<file path="config.mk">
export PLATFORM = sky130hd
export DESIGN_NAME = mouse_report_aggregator_top
export DESIGN_NICKNAME = d
export VERILOG_FILES = /design/src/hw/rtl/mra_pkg.sv /design/src/hw/rtl/mra_div.sv /design/src/hw/rtl/mra_ctrl.sv /design/src/hw/rtl/mra_datapath.sv /design/src/hw/rtl/mouse_report_aggregator_top.sv
export SDC_FILE = /design/constraint.sdc
export NUM_CORES = 2
export LEC_CHECK = 0
export CAP_MARGIN = 5
export CORE_ASPECT_RATIO = 0.7
export CORE_MARGIN = 10
export CORE_UTILIZATION = 46
export DETAILED_ROUTE_END_ITERATION = 8
export DONT_BUFFER_PORTS = 1
export GPL_TIMING_DRIVEN = 1
export PLACE_DENSITY = 0.62
export SYNTH_ARGS = -nofsm -noshare
export SYNTH_HDL_FRONTEND = slang
export SYNTH_HIERARCHICAL = 1
export SYNTH_SLANG_ARGS = --single-unit
export TNS_END_PERCENT = 100
</file>
<file path="constraint.sdc">
create_clock -name aclk -period 18.8 [get_ports aclk]
set_input_delay 4.7 -clock aclk [delete_from_list [all_inputs] [get_ports aclk]]
set_output_delay 4.7 -clock aclk [all_outputs]
set_load 0.02 [all_outputs]
</file>
<file path="src/hw/rtl/mra_pkg.sv">
// Shared types, codes and constants of the mouse report aggregator.
`timescale 1ns / 1ps
package mra_pkg;

    localparam int ACC_WIDTH_DEF = 24;
    localparam int DIV_W         = 16;
    localparam int PLAN_W        = 14;
    localparam logic [13:0] PLAN_MAX = 14'd16383;

    // Event opcodes
    localparam logic [3:0] OP_MOVE    = 4'd0;
    localparam logic [3:0] OP_VSCROLL = 4'd1;
    localparam logic [3:0] OP_HSCROLL = 4'd2;
    localparam logic [3:0] OP_BUTTON  = 4'd3;
    localparam logic [3:0] OP_MASK    = 4'd4;
    localparam logic [3:0] OP_PLAN    = 4'd5;
    localparam logic [3:0] OP_TICK    = 4'd6;
    localparam logic [3:0] OP_LINK_UP = 4'd7;
    localparam logic [3:0] OP_LINK_DN = 4'd8;

    // Link modes
    localparam logic [1:0] LINK_DISC   = 2'd0;
    localparam logic [1:0] LINK_ACTIVE = 2'd1;
    localparam logic [1:0] LINK_IDLE   = 2'd2;

    // Link change codes of the report
    localparam logic [1:0] LC_NONE   = 2'd0;
    localparam logic [1:0] LC_IDLE   = 2'd1;
    localparam logic [1:0] LC_ACTIVE = 2'd2;

    // Configuration register indexes
    localparam logic [1:0] CFG_HSCROLL_EN = 2'd0;
    localparam logic [1:0] CFG_RATE       = 2'd1;
    localparam logic [1:0] CFG_IDLE_THR   = 2'd2;

    // Divider operand selection
    localparam logic [1:0] DSEL_TOTAL = 2'd0;
    localparam logic [1:0] DSEL_X     = 2'd1;
    localparam logic [1:0] DSEL_Y     = 2'd2;

    typedef struct packed {
        logic       load_item;
        logic       exec;
        logic       div_start;
        logic [1:0] div_sel;
        logic       tot_latch;
        logic       axis_latch;
    } ctrl_cmd_t;

    typedef struct packed {
        logic is_plan;
        logic plan_zero;
        logic plan_fast;
        logic res_needed;
        logic out_full;
        logic div_done;
    } dp_status_t;

endpackage

</file>
<file path="src/hw/rtl/mra_div.sv">
// Restoring unsigned divider, one quotient bit per cycle.
`timescale 1ns / 1ps
module mra_div #(
    parameter int W = mra_pkg::DIV_W
) (
    input  logic         aclk,
    input  logic         aresetn,
    input  logic         start,
    input  logic [W-1:0] dividend,
    input  logic [W-1:0] divisor,
    output logic         done,
    output logic [W-1:0] quotient
);
    localparam int CW = $clog2(W + 1);

    logic [W:0]    rem_reg, rem_next;
    logic [W-1:0]  quo_reg, quo_next;
    logic [W-1:0]  dvs_reg;
    logic [CW-1:0] cnt_reg, cnt_next;
    logic          busy_reg, busy_next;
    logic          done_reg, done_next;
    logic [W:0]    shifted, diff;

    // Shift in one dividend bit and try the subtract
    always_comb begin
        shifted   = {rem_reg[W-1:0], quo_reg[W-1]};
        diff      = shifted - {1'b0, dvs_reg};
        rem_next  = rem_reg;
        quo_next  = quo_reg;
        cnt_next  = cnt_reg;
        busy_next = busy_reg;
        done_next = 1'b0;
        if (start) begin
            rem_next  = '0;
            quo_next  = dividend;
            cnt_next  = '0;
            busy_next = 1'b1;
        end else if (busy_reg) begin
            rem_next = diff[W] ? shifted : diff;
            quo_next = {quo_reg[W-2:0], ~diff[W]};
            cnt_next = cnt_reg + 1'b1;
            if (cnt_reg == CW'(W - 1)) begin
                busy_next = 1'b0;
                done_next = 1'b1;
            end
        end
    end

    always_ff @(posedge aclk) begin
        if (!aresetn) begin
            busy_reg <= 1'b0;
            done_reg <= 1'b0;
            cnt_reg  <= '0;
        end else begin
            busy_reg <= busy_next;
            done_reg <= done_next;
            cnt_reg  <= cnt_next;
        end
        rem_reg <= rem_next;
        quo_reg <= quo_next;
        if (start) begin
            dvs_reg <= divisor;
        end
    end

    assign done     = done_reg;
    assign quotient = quo_reg;
endmodule

</file>
<file path="src/hw/rtl/mra_ctrl.sv">
// Controller state machine sequencing event execution and plan set-up.
`timescale 1ns / 1ps
module mra_ctrl (
    input  logic                  aclk,
    input  logic                  aresetn,
    input  logic                  s_valid,
    output logic                  s_ready,
    input  mra_pkg::dp_status_t   status,
    output mra_pkg::ctrl_cmd_t    cmd
);
    localparam logic [2:0] ST_IDLE = 3'd0;
    localparam logic [2:0] ST_EXEC = 3'd1;
    localparam logic [2:0] ST_TOTW = 3'd2;
    localparam logic [2:0] ST_AX   = 3'd3;
    localparam logic [2:0] ST_AXW  = 3'd4;
    localparam logic [2:0] ST_AY   = 3'd5;
    localparam logic [2:0] ST_AYW  = 3'd6;

    logic [2:0] state_reg, state_next;

    // Decode the next state and the datapath commands
    always_comb begin
        state_next = state_reg;
        cmd        = '0;
        cmd.div_sel = mra_pkg::DSEL_TOTAL;
        s_ready    = (state_reg == ST_IDLE);
        unique case (state_reg)
            ST_IDLE: begin
                if (s_valid) begin
                    cmd.load_item = 1'b1;
                    state_next    = ST_EXEC;
                end
            end
            ST_EXEC: begin
                if (status.is_plan) begin
                    if (status.plan_zero) begin
                        state_next = ST_IDLE;
                    end else if (status.plan_fast) begin
                        // step count needs no divider pass
                        cmd.tot_latch = 1'b1;
                        state_next    = ST_AX;
                    end else begin
                        cmd.div_start = 1'b1;
                        state_next    = ST_TOTW;
                    end
                end else if (!(status.res_needed && status.out_full)) begin
                    cmd.exec   = 1'b1;
                    state_next = ST_IDLE;
                end
            end
            ST_TOTW: begin
                if (status.div_done) begin
                    cmd.tot_latch = 1'b1;
                    state_next    = ST_AX;
                end
            end
            ST_AX: begin
                cmd.div_sel   = mra_pkg::DSEL_X;
                cmd.div_start = 1'b1;
                state_next    = ST_AXW;
            end
            ST_AXW: begin
                cmd.div_sel = mra_pkg::DSEL_X;
                if (status.div_done) begin
                    cmd.axis_latch = 1'b1;
                    state_next     = ST_AY;
                end
            end
            ST_AY: begin
                cmd.div_sel   = mra_pkg::DSEL_Y;
                cmd.div_start = 1'b1;
                state_next    = ST_AYW;
            end
            ST_AYW: begin
                cmd.div_sel = mra_pkg::DSEL_Y;
                if (status.div_done) begin
                    cmd.axis_latch = 1'b1;
                    state_next     = ST_IDLE;
                end
            end
            default: begin
                state_next = ST_IDLE;
            end
        endcase
    end

    always_ff @(posedge aclk) begin
        if (!aresetn) begin
            state_reg <= ST_IDLE;
        end else begin
            state_reg <= state_next;
        end
    end
endmodule

</file>
<file path="src/hw/rtl/mra_datapath.sv">
// Datapath: event state, scroll accumulators, step generator, output register.
`timescale 1ns / 1ps
module mra_datapath #(
    parameter int ACC_WIDTH = mra_pkg::ACC_WIDTH_DEF
) (
    input  logic                 aclk,
    input  logic                 aresetn,
    input  mra_pkg::ctrl_cmd_t   cmd,
    output mra_pkg::dp_status_t  status,
    input  logic                 cfg_valid,
    input  logic [1:0]           cfg_index,
    input  logic [19:0]          cfg_data,
    input  logic [3:0]           s_opcode,
    input  logic signed [15:0]   s_x_delta,
    input  logic signed [15:0]   s_y_delta,
    input  logic signed [15:0]   s_scroll_delta,
    input  logic [7:0]           s_button_bits,
    input  logic                 s_pressed,
    input  logic [15:0]          s_duration_ms,
    input  logic [31:0]          s_now_ms,
    output logic                 m_valid,
    input  logic                 m_ready,
    output logic [7:0]           m_buttons,
    output logic signed [7:0]    m_x_motion,
    output logic signed [7:0]    m_y_motion,
    output logic signed [7:0]    m_vscroll,
    output logic signed [7:0]    m_hscroll,
    output logic [1:0]           m_link_change
);
    localparam int DW = mra_pkg::DIV_W;
    localparam int PW = mra_pkg::PLAN_W;

    // Configuration
    logic        hen_reg;
    logic [11:0] rate_reg;
    logic [19:0] thr_reg;

    // Captured item
    logic [3:0]         op_reg;
    logic signed [15:0] dx_reg, dy_reg, dz_reg;
    logic [7:0]         bits_reg;
    logic               pressed_reg;
    logic [15:0]        dur_reg;
    logic [31:0]        now_reg;

    // Event state
    logic [7:0]                  mask_reg, mask_next;
    logic signed [7:0]           px_reg, px_next, py_reg, py_next;
    logic signed [ACC_WIDTH-1:0] vacc_reg, vacc_next, hacc_reg, hacc_next;
    logic [31:0]                 last_reg, last_next;
    logic [1:0]                  link_reg, link_next;
    logic [PW-1:0]               total_reg, total_next, done_reg, done_next;
    logic signed [7:0]           step_reg [2];
    logic signed [7:0]           rem_reg [2];
    logic [PW-1:0]               spc_reg [2];
    logic [PW-1:0]               phase_reg [2];
    logic [PW-1:0]               phase_next [2];

    // Output register
    logic        ov_reg, ov_next;
    logic [7:0]  ob_reg;
    logic [7:0]  ox_reg, oy_reg, ovs_reg, ohs_reg;
    logic [1:0]  olc_reg;

    // Divider
    logic [DW-1:0] dvd, dvs, quo;
    logic          div_done;

    // Operand magnitudes
    logic [15:0] ax, ay, amax, mag;
    logic [14:0] rate5;
    logic [12:0] iv;

    assign ax    = dx_reg[15] ? 16'(-dx_reg) : dx_reg;
    assign ay    = dy_reg[15] ? 16'(-dy_reg) : dy_reg;
    assign amax  = (ax > ay) ? ax : ay;
    assign rate5 = 15'(rate_reg) * 15'd5;
    assign iv    = (rate5[14:2] == 13'd0) ? 13'd1 : rate5[14:2];
    assign mag   = (cmd.div_sel == mra_pkg::DSEL_Y) ? ay : ax;

    // Step count of a zero-duration plan: ceil(max / 127) by reciprocal multiply
    logic [15:0] fx, frem;
    logic [25:0] fprod;
    logic [8:0]  fq0, fq;

    assign fx    = amax + 16'd126;
    assign fprod = 26'(fx) * 26'd516;
    assign fq0   = fprod[24:16];
    assign frem  = fx - 16'(fq0) * 16'd127;
    assign fq    = (frem >= 16'd127) ? fq0 + 9'd1 : fq0;

    // Pick divider operands for the step in progress
    always_comb begin
        if (cmd.div_sel == mra_pkg::DSEL_TOTAL) begin
            dvd = dur_reg;
            dvs = 16'(iv);
        end else if (mag >= 16'(total_reg)) begin
            dvd = mag;
            dvs = 16'(total_reg);
        end else begin
            dvd = 16'(total_reg);
            dvs = mag;
        end
    end

    mra_div #(.W(DW)) u_div (
        .aclk     (aclk),
        .aresetn  (aresetn),
        .start    (cmd.div_start),
        .dividend (dvd),
        .divisor  (dvs),
        .done     (div_done),
        .quotient (quo)
    );

    // Per-axis plan values from the divider result
    logic [15:0]       tot_q;
    logic [PW-1:0]     tot_sat;
    logic [6:0]        chunk;
    logic [20:0]       prod, left;
    logic [6:0]        left7;
    logic signed [7:0] ax_step, ax_rem;
    logic [PW-1:0]     ax_spc;
    logic              ax_neg;

    assign tot_q = (dur_reg == 16'd0) ? 16'(fq) : quo;

    always_comb begin
        if (tot_q > 16'(mra_pkg::PLAN_MAX)) begin
            tot_sat = mra_pkg::PLAN_MAX;
        end else if (tot_q == 16'd0) begin
            tot_sat = 14'd1;
        end else begin
            tot_sat = tot_q[PW-1:0];
        end
        ax_neg = (cmd.div_sel == mra_pkg::DSEL_Y) ? dy_reg[15] : dx_reg[15];
        chunk  = (quo > 16'd127) ? 7'd127 : quo[6:0];
        prod   = 21'(chunk) * 21'(total_reg - 14'd1);
        left   = 21'(mag) - prod;
        left7  = (left > 21'd127) ? 7'd127 : left[6:0];
        if (mag == 16'd0) begin
            ax_step = 8'sd0;
            ax_rem  = 8'sd0;
            ax_spc  = 14'd1;
        end else if (mag >= 16'(total_reg)) begin
            ax_step = ax_neg ? -$signed({1'b0, chunk}) : $signed({1'b0, chunk});
            ax_rem  = ax_neg ? -$signed({1'b0, left7}) : $signed({1'b0, left7});
            ax_spc  = 14'd1;
        end else begin
            ax_step = ax_neg ? -8'sd1 : 8'sd1;
            ax_rem  = ax_neg ? -8'sd1 : 8'sd1;
            ax_spc  = quo[PW-1:0];
        end
    end

    // Saturating accumulate and drain helpers
    function automatic logic signed [ACC_WIDTH-1:0] acc_add(
        input logic signed [ACC_WIDTH-1:0] acc,
        input logic signed [15:0]          d
    );
        logic signed [ACC_WIDTH:0] s;
        s = {acc[ACC_WIDTH-1], acc} + (ACC_WIDTH + 1)'(d);
        if (s[ACC_WIDTH] != s[ACC_WIDTH-1]) begin
            acc_add = s[ACC_WIDTH] ? {1'b1, {(ACC_WIDTH - 1){1'b0}}}
                                   : {1'b0, {(ACC_WIDTH - 1){1'b1}}};
        end else begin
            acc_add = s[ACC_WIDTH-1:0];
        end
    endfunction

    function automatic logic signed [7:0] drain_chunk(
        input logic signed [ACC_WIDTH-1:0] acc
    );
        if (acc > ACC_WIDTH'(127)) begin
            drain_chunk = 8'sd127;
        end else if (acc < -ACC_WIDTH'(127)) begin
            drain_chunk = -8'sd127;
        end else begin
            drain_chunk = acc[7:0];
        end
    endfunction

    function automatic logic signed [7:0] clamp127(input logic signed [15:0] v);
        if (v > 16'sd127) begin
            clamp127 = 8'sd127;
        end else if (v < -16'sd127) begin
            clamp127 = -8'sd127;
        end else begin
            clamp127 = v[7:0];
        end
    endfunction

    // Event execution
    logic              plan_act, plan_final;
    logic              fire [2];
    logic signed [7:0] pv [2];
    logic signed [7:0] vch, hch;
    logic [31:0]       idle;
    logic [1:0]        lc;
    logic              paired;
    logic              load_out;
    logic [7:0]        rb, rx, ry, rv, rh;

    assign paired     = (link_reg != mra_pkg::LINK_DISC);
    assign plan_act   = (done_reg < total_reg);
    assign plan_final = (done_reg == total_reg - 14'd1);
    assign vch        = drain_chunk(vacc_reg);
    assign hch        = drain_chunk(hacc_reg);

    always_comb begin
        for (int k = 0; k < 2; k++) begin
            fire[k] = (spc_reg[k] <= 14'd1) || (phase_reg[k] + 14'd1 == spc_reg[k]);
            pv[k]   = plan_final ? rem_reg[k] : (fire[k] ? step_reg[k] : 8'sd0);
        end
    end

    always_comb begin
        mask_next  = mask_reg;
        px_next    = px_reg;
        py_next    = py_reg;
        vacc_next  = vacc_reg;
        hacc_next  = hacc_reg;
        last_next  = last_reg;
        link_next  = link_reg;
        total_next = total_reg;
        done_next  = done_reg;
        phase_next = phase_reg;
        load_out   = 1'b0;
        rb = '0; rx = '0; ry = '0; rv = '0; rh = '0;
        lc   = mra_pkg::LC_NONE;
        idle = '0;
        if (cmd.tot_latch) begin
            total_next    = tot_sat;
            done_next     = '0;
            phase_next[0] = '0;
            phase_next[1] = '0;
        end
        if (cmd.exec) begin
            unique case (op_reg)
                mra_pkg::OP_MOVE: begin
                    px_next   = clamp127(dx_reg);
                    py_next   = clamp127(dy_reg);
                    last_next = now_reg;
                end
                mra_pkg::OP_VSCROLL: begin
                    vacc_next = acc_add(vacc_reg, dz_reg);
                    last_next = now_reg;
                end
                mra_pkg::OP_HSCROLL: begin
                    if (hen_reg) begin
                        hacc_next = acc_add(hacc_reg, dz_reg);
                        last_next = now_reg;
                    end
                end
                mra_pkg::OP_BUTTON: begin
                    mask_next = pressed_reg ? (mask_reg | bits_reg) : (mask_reg & ~bits_reg);
                    last_next = now_reg;
                end
                mra_pkg::OP_MASK: begin
                    mask_next = bits_reg;
                    last_next = now_reg;
                end
                mra_pkg::OP_TICK: begin
                    if (paired) begin
                        rx = px_reg;
                        ry = py_reg;
                        if (plan_act) begin
                            rx = pv[0];
                            ry = pv[1];
                            for (int k = 0; k < 2; k++) begin
                                phase_next[k] = (phase_reg[k] + 14'd1 == spc_reg[k])
                                              ? '0 : phase_reg[k] + 14'd1;
                            end
                            done_next = done_reg + 14'd1;
                            if (done_reg + 14'd1 >= total_reg) begin
                                total_next = '0;
                                done_next  = '0;
                            end
                            last_next = now_reg;
                        end
                        if (vacc_reg != '0) begin
                            rv        = vch;
                            vacc_next = vacc_reg - ACC_WIDTH'(vch);
                            last_next = now_reg;
                        end
                        if (hen_reg && hacc_reg != '0) begin
                            rh        = hch;
                            hacc_next = hacc_reg - ACC_WIDTH'(hch);
                            last_next = now_reg;
                        end
                        idle = now_reg - last_next;
                        if (link_reg == mra_pkg::LINK_ACTIVE && idle >= 32'(thr_reg)) begin
                            link_next = mra_pkg::LINK_IDLE;
                            lc        = mra_pkg::LC_IDLE;
                        end else if (link_reg == mra_pkg::LINK_IDLE
                                     && idle < 32'(thr_reg)) begin
                            link_next = mra_pkg::LINK_ACTIVE;
                            lc        = mra_pkg::LC_ACTIVE;
                        end
                        rb       = mask_reg;
                        px_next  = '0;
                        py_next  = '0;
                        load_out = 1'b1;
                    end
                end
                mra_pkg::OP_LINK_UP: begin
                    link_next = mra_pkg::LINK_ACTIVE;
                    last_next = now_reg;
                    load_out  = 1'b1;
                end
                mra_pkg::OP_LINK_DN: begin
                    link_next = mra_pkg::LINK_DISC;
                end
                default: begin
                end
            endcase
        end
    end

    // Hold the report until the sink takes it
    always_comb begin
        ov_next = ov_reg;
        if (m_ready) begin
            ov_next = 1'b0;
        end
        if (load_out) begin
            ov_next = 1'b1;
        end
    end

    always_ff @(posedge aclk) begin
        if (!aresetn) begin
            hen_reg   <= 1'b0;
            rate_reg  <= 12'd12;
            thr_reg   <= 20'd5000;
            mask_reg  <= '0;
            px_reg    <= '0;
            py_reg    <= '0;
            vacc_reg  <= '0;
            hacc_reg  <= '0;
            last_reg  <= '0;
            link_reg  <= mra_pkg::LINK_DISC;
            total_reg <= '0;
            done_reg  <= '0;
            ov_reg    <= 1'b0;
            for (int k = 0; k < 2; k++) begin
                step_reg[k]  <= '0;
                rem_reg[k]   <= '0;
                spc_reg[k]   <= 14'd1;
                phase_reg[k] <= '0;
            end
        end else begin
            if (cfg_valid) begin
                unique case (cfg_index)
                    mra_pkg::CFG_HSCROLL_EN: hen_reg  <= cfg_data[0];
                    mra_pkg::CFG_RATE:       rate_reg <= cfg_data[11:0];
                    mra_pkg::CFG_IDLE_THR:   thr_reg  <= cfg_data;
                    default: begin
                    end
                endcase
            end
            mask_reg  <= mask_next;
            px_reg    <= px_next;
            py_reg    <= py_next;
            vacc_reg  <= vacc_next;
            hacc_reg  <= hacc_next;
            last_reg  <= last_next;
            link_reg  <= link_next;
            total_reg <= total_next;
            done_reg  <= done_next;
            ov_reg    <= ov_next;
            for (int k = 0; k < 2; k++) begin
                phase_reg[k] <= phase_next[k];
            end
            if (cmd.axis_latch) begin
                if (cmd.div_sel == mra_pkg::DSEL_Y) begin
                    step_reg[1] <= ax_step;
                    rem_reg[1]  <= ax_rem;
                    spc_reg[1]  <= ax_spc;
                end else begin
                    step_reg[0] <= ax_step;
                    rem_reg[0]  <= ax_rem;
                    spc_reg[0]  <= ax_spc;
                end
            end
        end
        // Capture the accepted beat
        if (cmd.load_item) begin
            op_reg      <= s_opcode;
            dx_reg      <= s_x_delta;
            dy_reg      <= s_y_delta;
            dz_reg      <= s_scroll_delta;
            bits_reg    <= s_button_bits;
            pressed_reg <= s_pressed;
            dur_reg     <= s_duration_ms;
            now_reg     <= s_now_ms;
        end
        if (load_out) begin
            ob_reg  <= rb;
            ox_reg  <= rx;
            oy_reg  <= ry;
            ovs_reg <= rv;
            ohs_reg <= rh;
            olc_reg <= lc;
        end
    end

    assign status.is_plan    = (op_reg == mra_pkg::OP_PLAN);
    assign status.plan_zero  = (dx_reg == 16'sd0) && (dy_reg == 16'sd0);
    assign status.plan_fast  = (dur_reg == 16'd0);
    assign status.res_needed = (op_reg == mra_pkg::OP_LINK_UP)
                             || (op_reg == mra_pkg::OP_TICK && paired);
    assign status.out_full   = ov_reg;
    assign status.div_done   = div_done;

    assign m_valid       = ov_reg;
    assign m_buttons     = ob_reg;
    assign m_x_motion    = ox_reg;
    assign m_y_motion    = oy_reg;
    assign m_vscroll     = ovs_reg;
    assign m_hscroll     = ohs_reg;
    assign m_link_change = olc_reg;
endmodule

</file>
<file path="src/hw/rtl/mouse_report_aggregator_top.sv">
// Top level of the mouse report aggregator.
`timescale 1ns / 1ps
// Collects pointer events and emits one 6-field mouse report per tick while
// the link is paired, and a zero report on link up. One event is processed at
// a time. A planned move gets its step count and its two per-axis step sizes
// from three passes of one shared divider; with a zero duration the step
// count comes from a reciprocal multiply instead. A planned move with no
// motion on either axis ends without a divider pass.
// A finished report sits in the output register while the next event is
// accepted; an event that would make a report waits for that register to
// empty. Configuration writes (index 0 hscroll enable, 1 update rate,
// 2 idle threshold) are always taken and apply at once.
module mouse_report_aggregator_top #(
    parameter int ACC_WIDTH = mra_pkg::ACC_WIDTH_DEF
) (
    input  logic               aclk,
    input  logic               aresetn,
    input  logic               cfg_valid,
    output logic               cfg_ready,
    input  logic [1:0]         cfg_index,
    input  logic [19:0]        cfg_data,
    input  logic               s_valid,
    output logic               s_ready,
    input  logic [3:0]         s_opcode,
    input  logic signed [15:0] s_x_delta,
    input  logic signed [15:0] s_y_delta,
    input  logic signed [15:0] s_scroll_delta,
    input  logic [7:0]         s_button_bits,
    input  logic               s_pressed,
    input  logic [15:0]        s_duration_ms,
    input  logic [31:0]        s_now_ms,
    output logic               m_valid,
    input  logic               m_ready,
    output logic [7:0]         m_buttons,
    output logic signed [7:0]  m_x_motion,
    output logic signed [7:0]  m_y_motion,
    output logic signed [7:0]  m_vscroll,
    output logic signed [7:0]  m_hscroll,
    output logic [1:0]         m_link_change
);
    mra_pkg::ctrl_cmd_t  cmd;
    mra_pkg::dp_status_t status;

    assign cfg_ready = 1'b1;

    mra_ctrl u_ctrl (
        .aclk    (aclk),
        .aresetn (aresetn),
        .s_valid (s_valid),
        .s_ready (s_ready),
        .status  (status),
        .cmd     (cmd)
    );

    mra_datapath #(.ACC_WIDTH(ACC_WIDTH)) u_dp (
        .aclk           (aclk),
        .aresetn        (aresetn),
        .cmd            (cmd),
        .status         (status),
        .cfg_valid      (cfg_valid),
        .cfg_index      (cfg_index),
        .cfg_data       (cfg_data),
        .s_opcode       (s_opcode),
        .s_x_delta      (s_x_delta),
        .s_y_delta      (s_y_delta),
        .s_scroll_delta (s_scroll_delta),
        .s_button_bits  (s_button_bits),
        .s_pressed      (s_pressed),
        .s_duration_ms  (s_duration_ms),
        .s_now_ms       (s_now_ms),
        .m_valid        (m_valid),
        .m_ready        (m_ready),
        .m_buttons      (m_buttons),
        .m_x_motion     (m_x_motion),
        .m_y_motion     (m_y_motion),
        .m_vscroll      (m_vscroll),
        .m_hscroll      (m_hscroll),
        .m_link_change  (m_link_change)
    );

    // One event in flight at a time
    a_one_item: assert property (@(posedge aclk) disable iff (!aresetn)
        s_valid && s_ready |=> !s_ready)
        else $error("input accepted while an event is in flight");

    // Link change code stays in range
    a_lc_range: assert property (@(posedge aclk) disable iff (!aresetn)
        m_valid |-> m_link_change != 2'd3)
        else $error("bad link change code");

    // Motion never reaches -128
    a_x_clamp: assert property (@(posedge aclk) disable iff (!aresetn)
        m_valid |-> (m_x_motion != 8'sh80 && m_y_motion != 8'sh80))
        else $error("motion out of range");
endmodule
</file>
* Yosys cells after proc, flatten, opt, wreduce, memory -nomap -nowiden *
Memories as Yosys holds them, arrays and structs flattened.
Index checks and enable logic that the tools add are counted.
W data, S select, Z words.

cells by class
  equality and inequality tests = 35
  reduce and logical (&&, ||, !) cells = 52
  multiplexer cells = 141
  bitwise gates (word level) = 15
  $lt $le $gt $ge = 20
  multipliers = 4
  $add $sub $neg = 20

operators with widths
  cell                     number
  $mux W14                 21
  $mux W32                 8
  $mux W24                 9
  $mux W8                  27
  $mux W16                 10
  $mux W28                 5
  $pmux W24 S2             2
  $pmux W32 S3             1
  $logic_not A16 Y1        5
  $add A24 B16 Y25         2
  $gt A24 B8 Y1 const B    2
  $lt A24 B8 Y1 const B    2
  $pmux W8 S2              3
  $reduce_bool A24 Y1      2
  $sub A24 B8 Y24          2
  $add A14 B1 Y14 const B  3
  $eq A14 B14 Y1           3
  $mux W1                  33
  $ge A32 B20 Y1           1
  $gt A16 B8 Y1 const B    2
  $lt A16 B8 Y1 const B    2
  $lt A32 B20 Y1           1
  $neg A16 Y16             2
  $sub A32 B32 Y32         1
  67 further kinds         138

storage, ports and cells
  bits in registers = 405
  memories kept = 3
  output and inout port bits = 45
  word-level logic and storage cells = 329
  input bits = 136
  RAM bits = 60

memories
  name           words  bits a word  read ports  clocked after Yosys merged registers in  write ports  RTL line            source
  u_dp.spc_reg   2      14           2           0                                        2            mra_datapath.sv:55  logic [PW-1:0] spc_reg [2];
  u_dp.rem_reg   2      8            2           0                                        2            mra_datapath.sv:54  logic signed [7:0] rem_reg [2];
  u_dp.step_reg  2      8            2           0                                        2            mra_datapath.sv:53  logic signed [7:0] step_reg [2];

* Depth between registers and ports, before layout *
  word-level depth = 20
  mapped depth = 63
  depth with buffers taken out = 61

* By module *
The synthesis kept the hierarchy.

modules (own cells, without submodules)
  module                       seq. area each (µm²)  area an instance (µm²)  instances  cells each
  mra_datapath                 10259.8               34546.9                 1          3990
  mra_div                      1421.4                3100.5                  1          293
  mra_ctrl                     60.1                  330.3                   1          47
  mouse_report_aggregator_top  0.0                   11.3                    1          2

* Worst setup path before layout *
Ideal clock, no wire load.

  path type = register to register
  from = register u_dp.dx_reg[0]
  to = register u_dp.total_reg[0]
  library setup time = 0.070 ns
  clock period less this slack = 13.491 ns
  setup slack = 5.309 ns
  data arrival time = 13.420 ns
  path buffers = 3
  cell stages (with the launch flop) = 56
  cells stage by stage = edfxtp_1 inv_1 ha_1 or4b_4 or2_2 o31ai_1 xnor2_1 ha_1 and4_1 a221oi_1 o221ai_1 nand2_1 clkbuf_1 clkbuf_1 nand2_1 o21ai_0 ha_1 clkbuf_1 [... 20 more ...] inv_1 fa_1 inv_1 ha_1 or3_1 o31ai_1 o21ai_0 o22a_1 a2111oi_0 nand3b_1 a2111o_1 o311a_1 nand4_1 xnor2_1 o21ai_0 nor4_1 nand4b_1 a21oi_1

on the way
  word-level cells in the longest chain between the ends = 20
  elaborated cells between the ends (all ways) = 27

RTL lines
  what                                                      RTL line             source
  start: declaration                                        mra_datapath.sv:40   logic signed [15:0] dx_reg, dy_reg, dz_reg;
  start signal: assignment                                  mra_datapath.sv:390  dx_reg <= s_x_delta;
  branches (longest 14 deep; another with $mul A16 B8 Y23)  -
  $mux W14 *                                                mra_datapath.sv:232  if (cmd.tot_latch) begin
  $mux W14                                                  mra_datapath.sv:275  if (done_reg + 14'd1 >= total_reg) begin
  $mux W14                                                  mra_datapath.sv:267  if (plan_act) begin
  $mux W14                                                  mra_datapath.sv:264  if (paired) begin
  $mux W14                                                  mra_datapath.sv:239  unique case (op_reg)
  $mux W14 *                                                mra_datapath.sv:238  if (cmd.exec) begin
  end signal: assignment                                    mra_datapath.sv:369  total_reg <= total_next;
  end: declaration                                          mra_datapath.sv:52   logic [PW-1:0] total_reg, total_next, done_reg, done_next;

Mark *: on every way between the ends.
A chain may end at the register's enable or synchronous reset.

* Worst setup path after layout *
Ends and elaborated chain as after synthesis.

==> run summary <==
die area - 94,700 um2
Post-Place Setup Slack - 2.90 ns
FF/Latch Area - 11,700 um2
crit path max fanout - 20
clock tree from TritonCTS - built
DP HPWL - 82,600 um
sequential-to-total area share from yosys stat - 0.309
DR vias - 31,800
initial antenna violation count - 5
Hold Slack - 0.450 ns
endpoints failing hold - 0
setup TNS - 0 ns
HP Class - register to register
startpoint types - register
layout cells sized above 1 - 0.0580
first-pass GRT wire length - 171,000 um
count leader, synth - nor2_1
r2r startpoint - u_dp/dx_reg[0]$_DFFE_PP_
worst hold stages - 2
Fin Clk Skew - 0.0238 ns
Port Buffers - 0
reg-to-reg endpoint - u_dp/total_reg[0]$_SDFF_PN0_
Die W - 363 um
fmax - 61.3 MHz
WL/cell - 20.1 um
Detailed Route WL - 108,000 um
status - completed
starting density of the core - 0.462
vias in the first global route - 29,800
Area Overhead vs Synth - 7.77%
syn_area_per_cell - 8.77 um2
Ports - 181
hold path startpoint - u_dp/py_reg[1]$_SDFFE_PN0P_
grt ovf - 0
vias per cell - 5.88
Clock Sinks - 465
CP peak stage delay - 0.83 ns
FP Rows - 88
RSZ-0062 raised after global routing - false
DIE HEIGHT - 260 um
H-Tree Level Count - 2
Synth top area share - 0.192
largest net degree at the start of global routing - 76
CP arrival - 16.84 ns
top cells by instance count after synthesis - 402 x nor2_1, 389 x a21oi_1, 363 x ha_1
maxcap violations - 0
CP required - 19.33 ns
Residual DRC - 0
clk_lat worst skew - 0.62 ns
placed cell count - 5,309
CP max-delay cell - a2111oi_0
crit path time final - 16.30 ns
1st-iter DRT viols - 2,759
final setup violation count - 0
type of the worst setup path - register to register
DRT Pass-1 Iters - 6
diodes inserted - 0
Non-Filler Instances - 5,408
measured slew at the worst slew-check pin - 1.28 ns
Rel. slew slack - 0.141
overall routing resource usage - 0.223
Routability Congestion - 0.939
# hold bufs at CTS - 0
core area - 82,100 um2
r2r setup slk - 2.50 ns
EDFF count, synth - 243
Hold Path Sink - u_dp/py_reg[1]$_SDFFE_PN0P_
clock-pin slew on the worst setup and hold paths - 0.06 ns
root buf cell - clkbuf_16
area leader, netlist - edfxtp_1
post-CTS sizing - 0
Synth Flop Type - edfxtp_1
Multi-input gate area - 24,400 um2
Fillers - 7,767
worst r2r path cells - 53
CP endpoint kind - register
Synth Register Bits - 465
Antenna Nets Post-Route - 0
Final period util - 0.867
Slew Limit Fails - 0
synth top area cells - edfxtp_1 19%, ha_1 12%, dfxtp_1 12%, fa_1 6.7%, a21oi_1 5.1%
final layout net count - 4,910
Post-Synthesis Cells - 4,332
Mapped Area - 38,000 um2
FFs w/ async S/R, synth - 0
Yosys warnings - 6
Num CTS Buffers - 53
Post-CTS Setup Bufs - 0
most used cell, CP - ha_1
CTS Buffer Depth - 3
worst setup margin - 2.50 ns
Synth cell types - 109
-- stage by stage --
step | instance area [um2] | util
after floorplan | 38000 | -
after global placement | 39100 | 0.477
after detailed placement | 39100 | 0.477
after CTS | 40900 | 0.498
after global routing | 40900 | 0.498
final | 40900 | 0.498
-- cells by family (layout without fill, tap and decap cells) --
| logic type | after synthesis | count (layout) | synth area share |
|---|---|---|---|
| and+or+nand+nor | 1396 | 1396 | 0.181 |
| AOI/OAI and AO/OA | 1107 | 1107 | 0.182 |
| buffers and inverters | 504 | 499 | 0.0514 |
| adders and majority gates | 492 | 492 | 0.187 |
| DFF | 465 | 465 | 0.309 |
| xor gates and xnor gates | 290 | 290 | 0.0677 |
| muxes | 76 | 76 | 0.0210 |
| other | 2 | 3 | 0.000198 |
-- metal layers --
layer / up-vias / part of all wire / global-route usage
li1: 15400 / - / -
met1: 15200 / 0.48 / 0.332
met2: 1104 / 0.43 / 0.339
met3: 159 / 0.070 / 0.0316
met4: 4 / 0.020 / 0.0513
met5: - / 0.00029 / 0
-- critical path, delay by kind of cell (launching register included) --
kind            cells  cell delay, ns
compound gates     18            5.38
simple gates       17            4.75
fa+ha+maj          11            4.09
xor+xnor            2            0.77
buf+inv             5            0.64
flops               1            0.57
-- layout by cell type (no fill, tap or decap), drive strengths merged, types with 127 or more instances in the layout --
cell type    n
nor2       402
a21oi      390
ha         363
inv        352
nand2      350
o21ai      271
edfxtp     243
dfxtp      222
xnor2      187
fa         127
-- cell type report --
class,count,area share
inverters,351,0.0322
clock inverters,27,0.00657
flip-flops and latches,465,0.287
well taps,1080,0.0330
clock buffers,72,0.0374
repair buffers,49,0.00899
multi-input cells,3364,0.595
-- worst max-delay path by stage --
stage                                        start                            to  slack, ns  depth (start not counted)
after floorplan           u_dp/dx_reg[0]$_DFFE_PP_  u_dp/total_reg[0]$_SDFF_PN0_       5.31                         55
after global placement    u_dp/dx_reg[0]$_DFFE_PP_  u_dp/total_reg[0]$_SDFF_PN0_       3.14                         55
after detailed placement  u_dp/dx_reg[0]$_DFFE_PP_  u_dp/total_reg[0]$_SDFF_PN0_       2.90                         54
after CTS                 u_dp/dx_reg[0]$_DFFE_PP_  u_dp/total_reg[0]$_SDFF_PN0_       2.83                         54
after global routing      u_dp/dx_reg[0]$_DFFE_PP_  u_dp/total_reg[0]$_SDFF_PN0_       1.38                         54
final                     u_dp/dx_reg[0]$_DFFE_PP_  u_dp/total_reg[0]$_SDFF_PN0_       2.50                         53
Power is not shown: default switching activity piles up to over one toggle a cycle in this logic, so the estimate is an artifact.
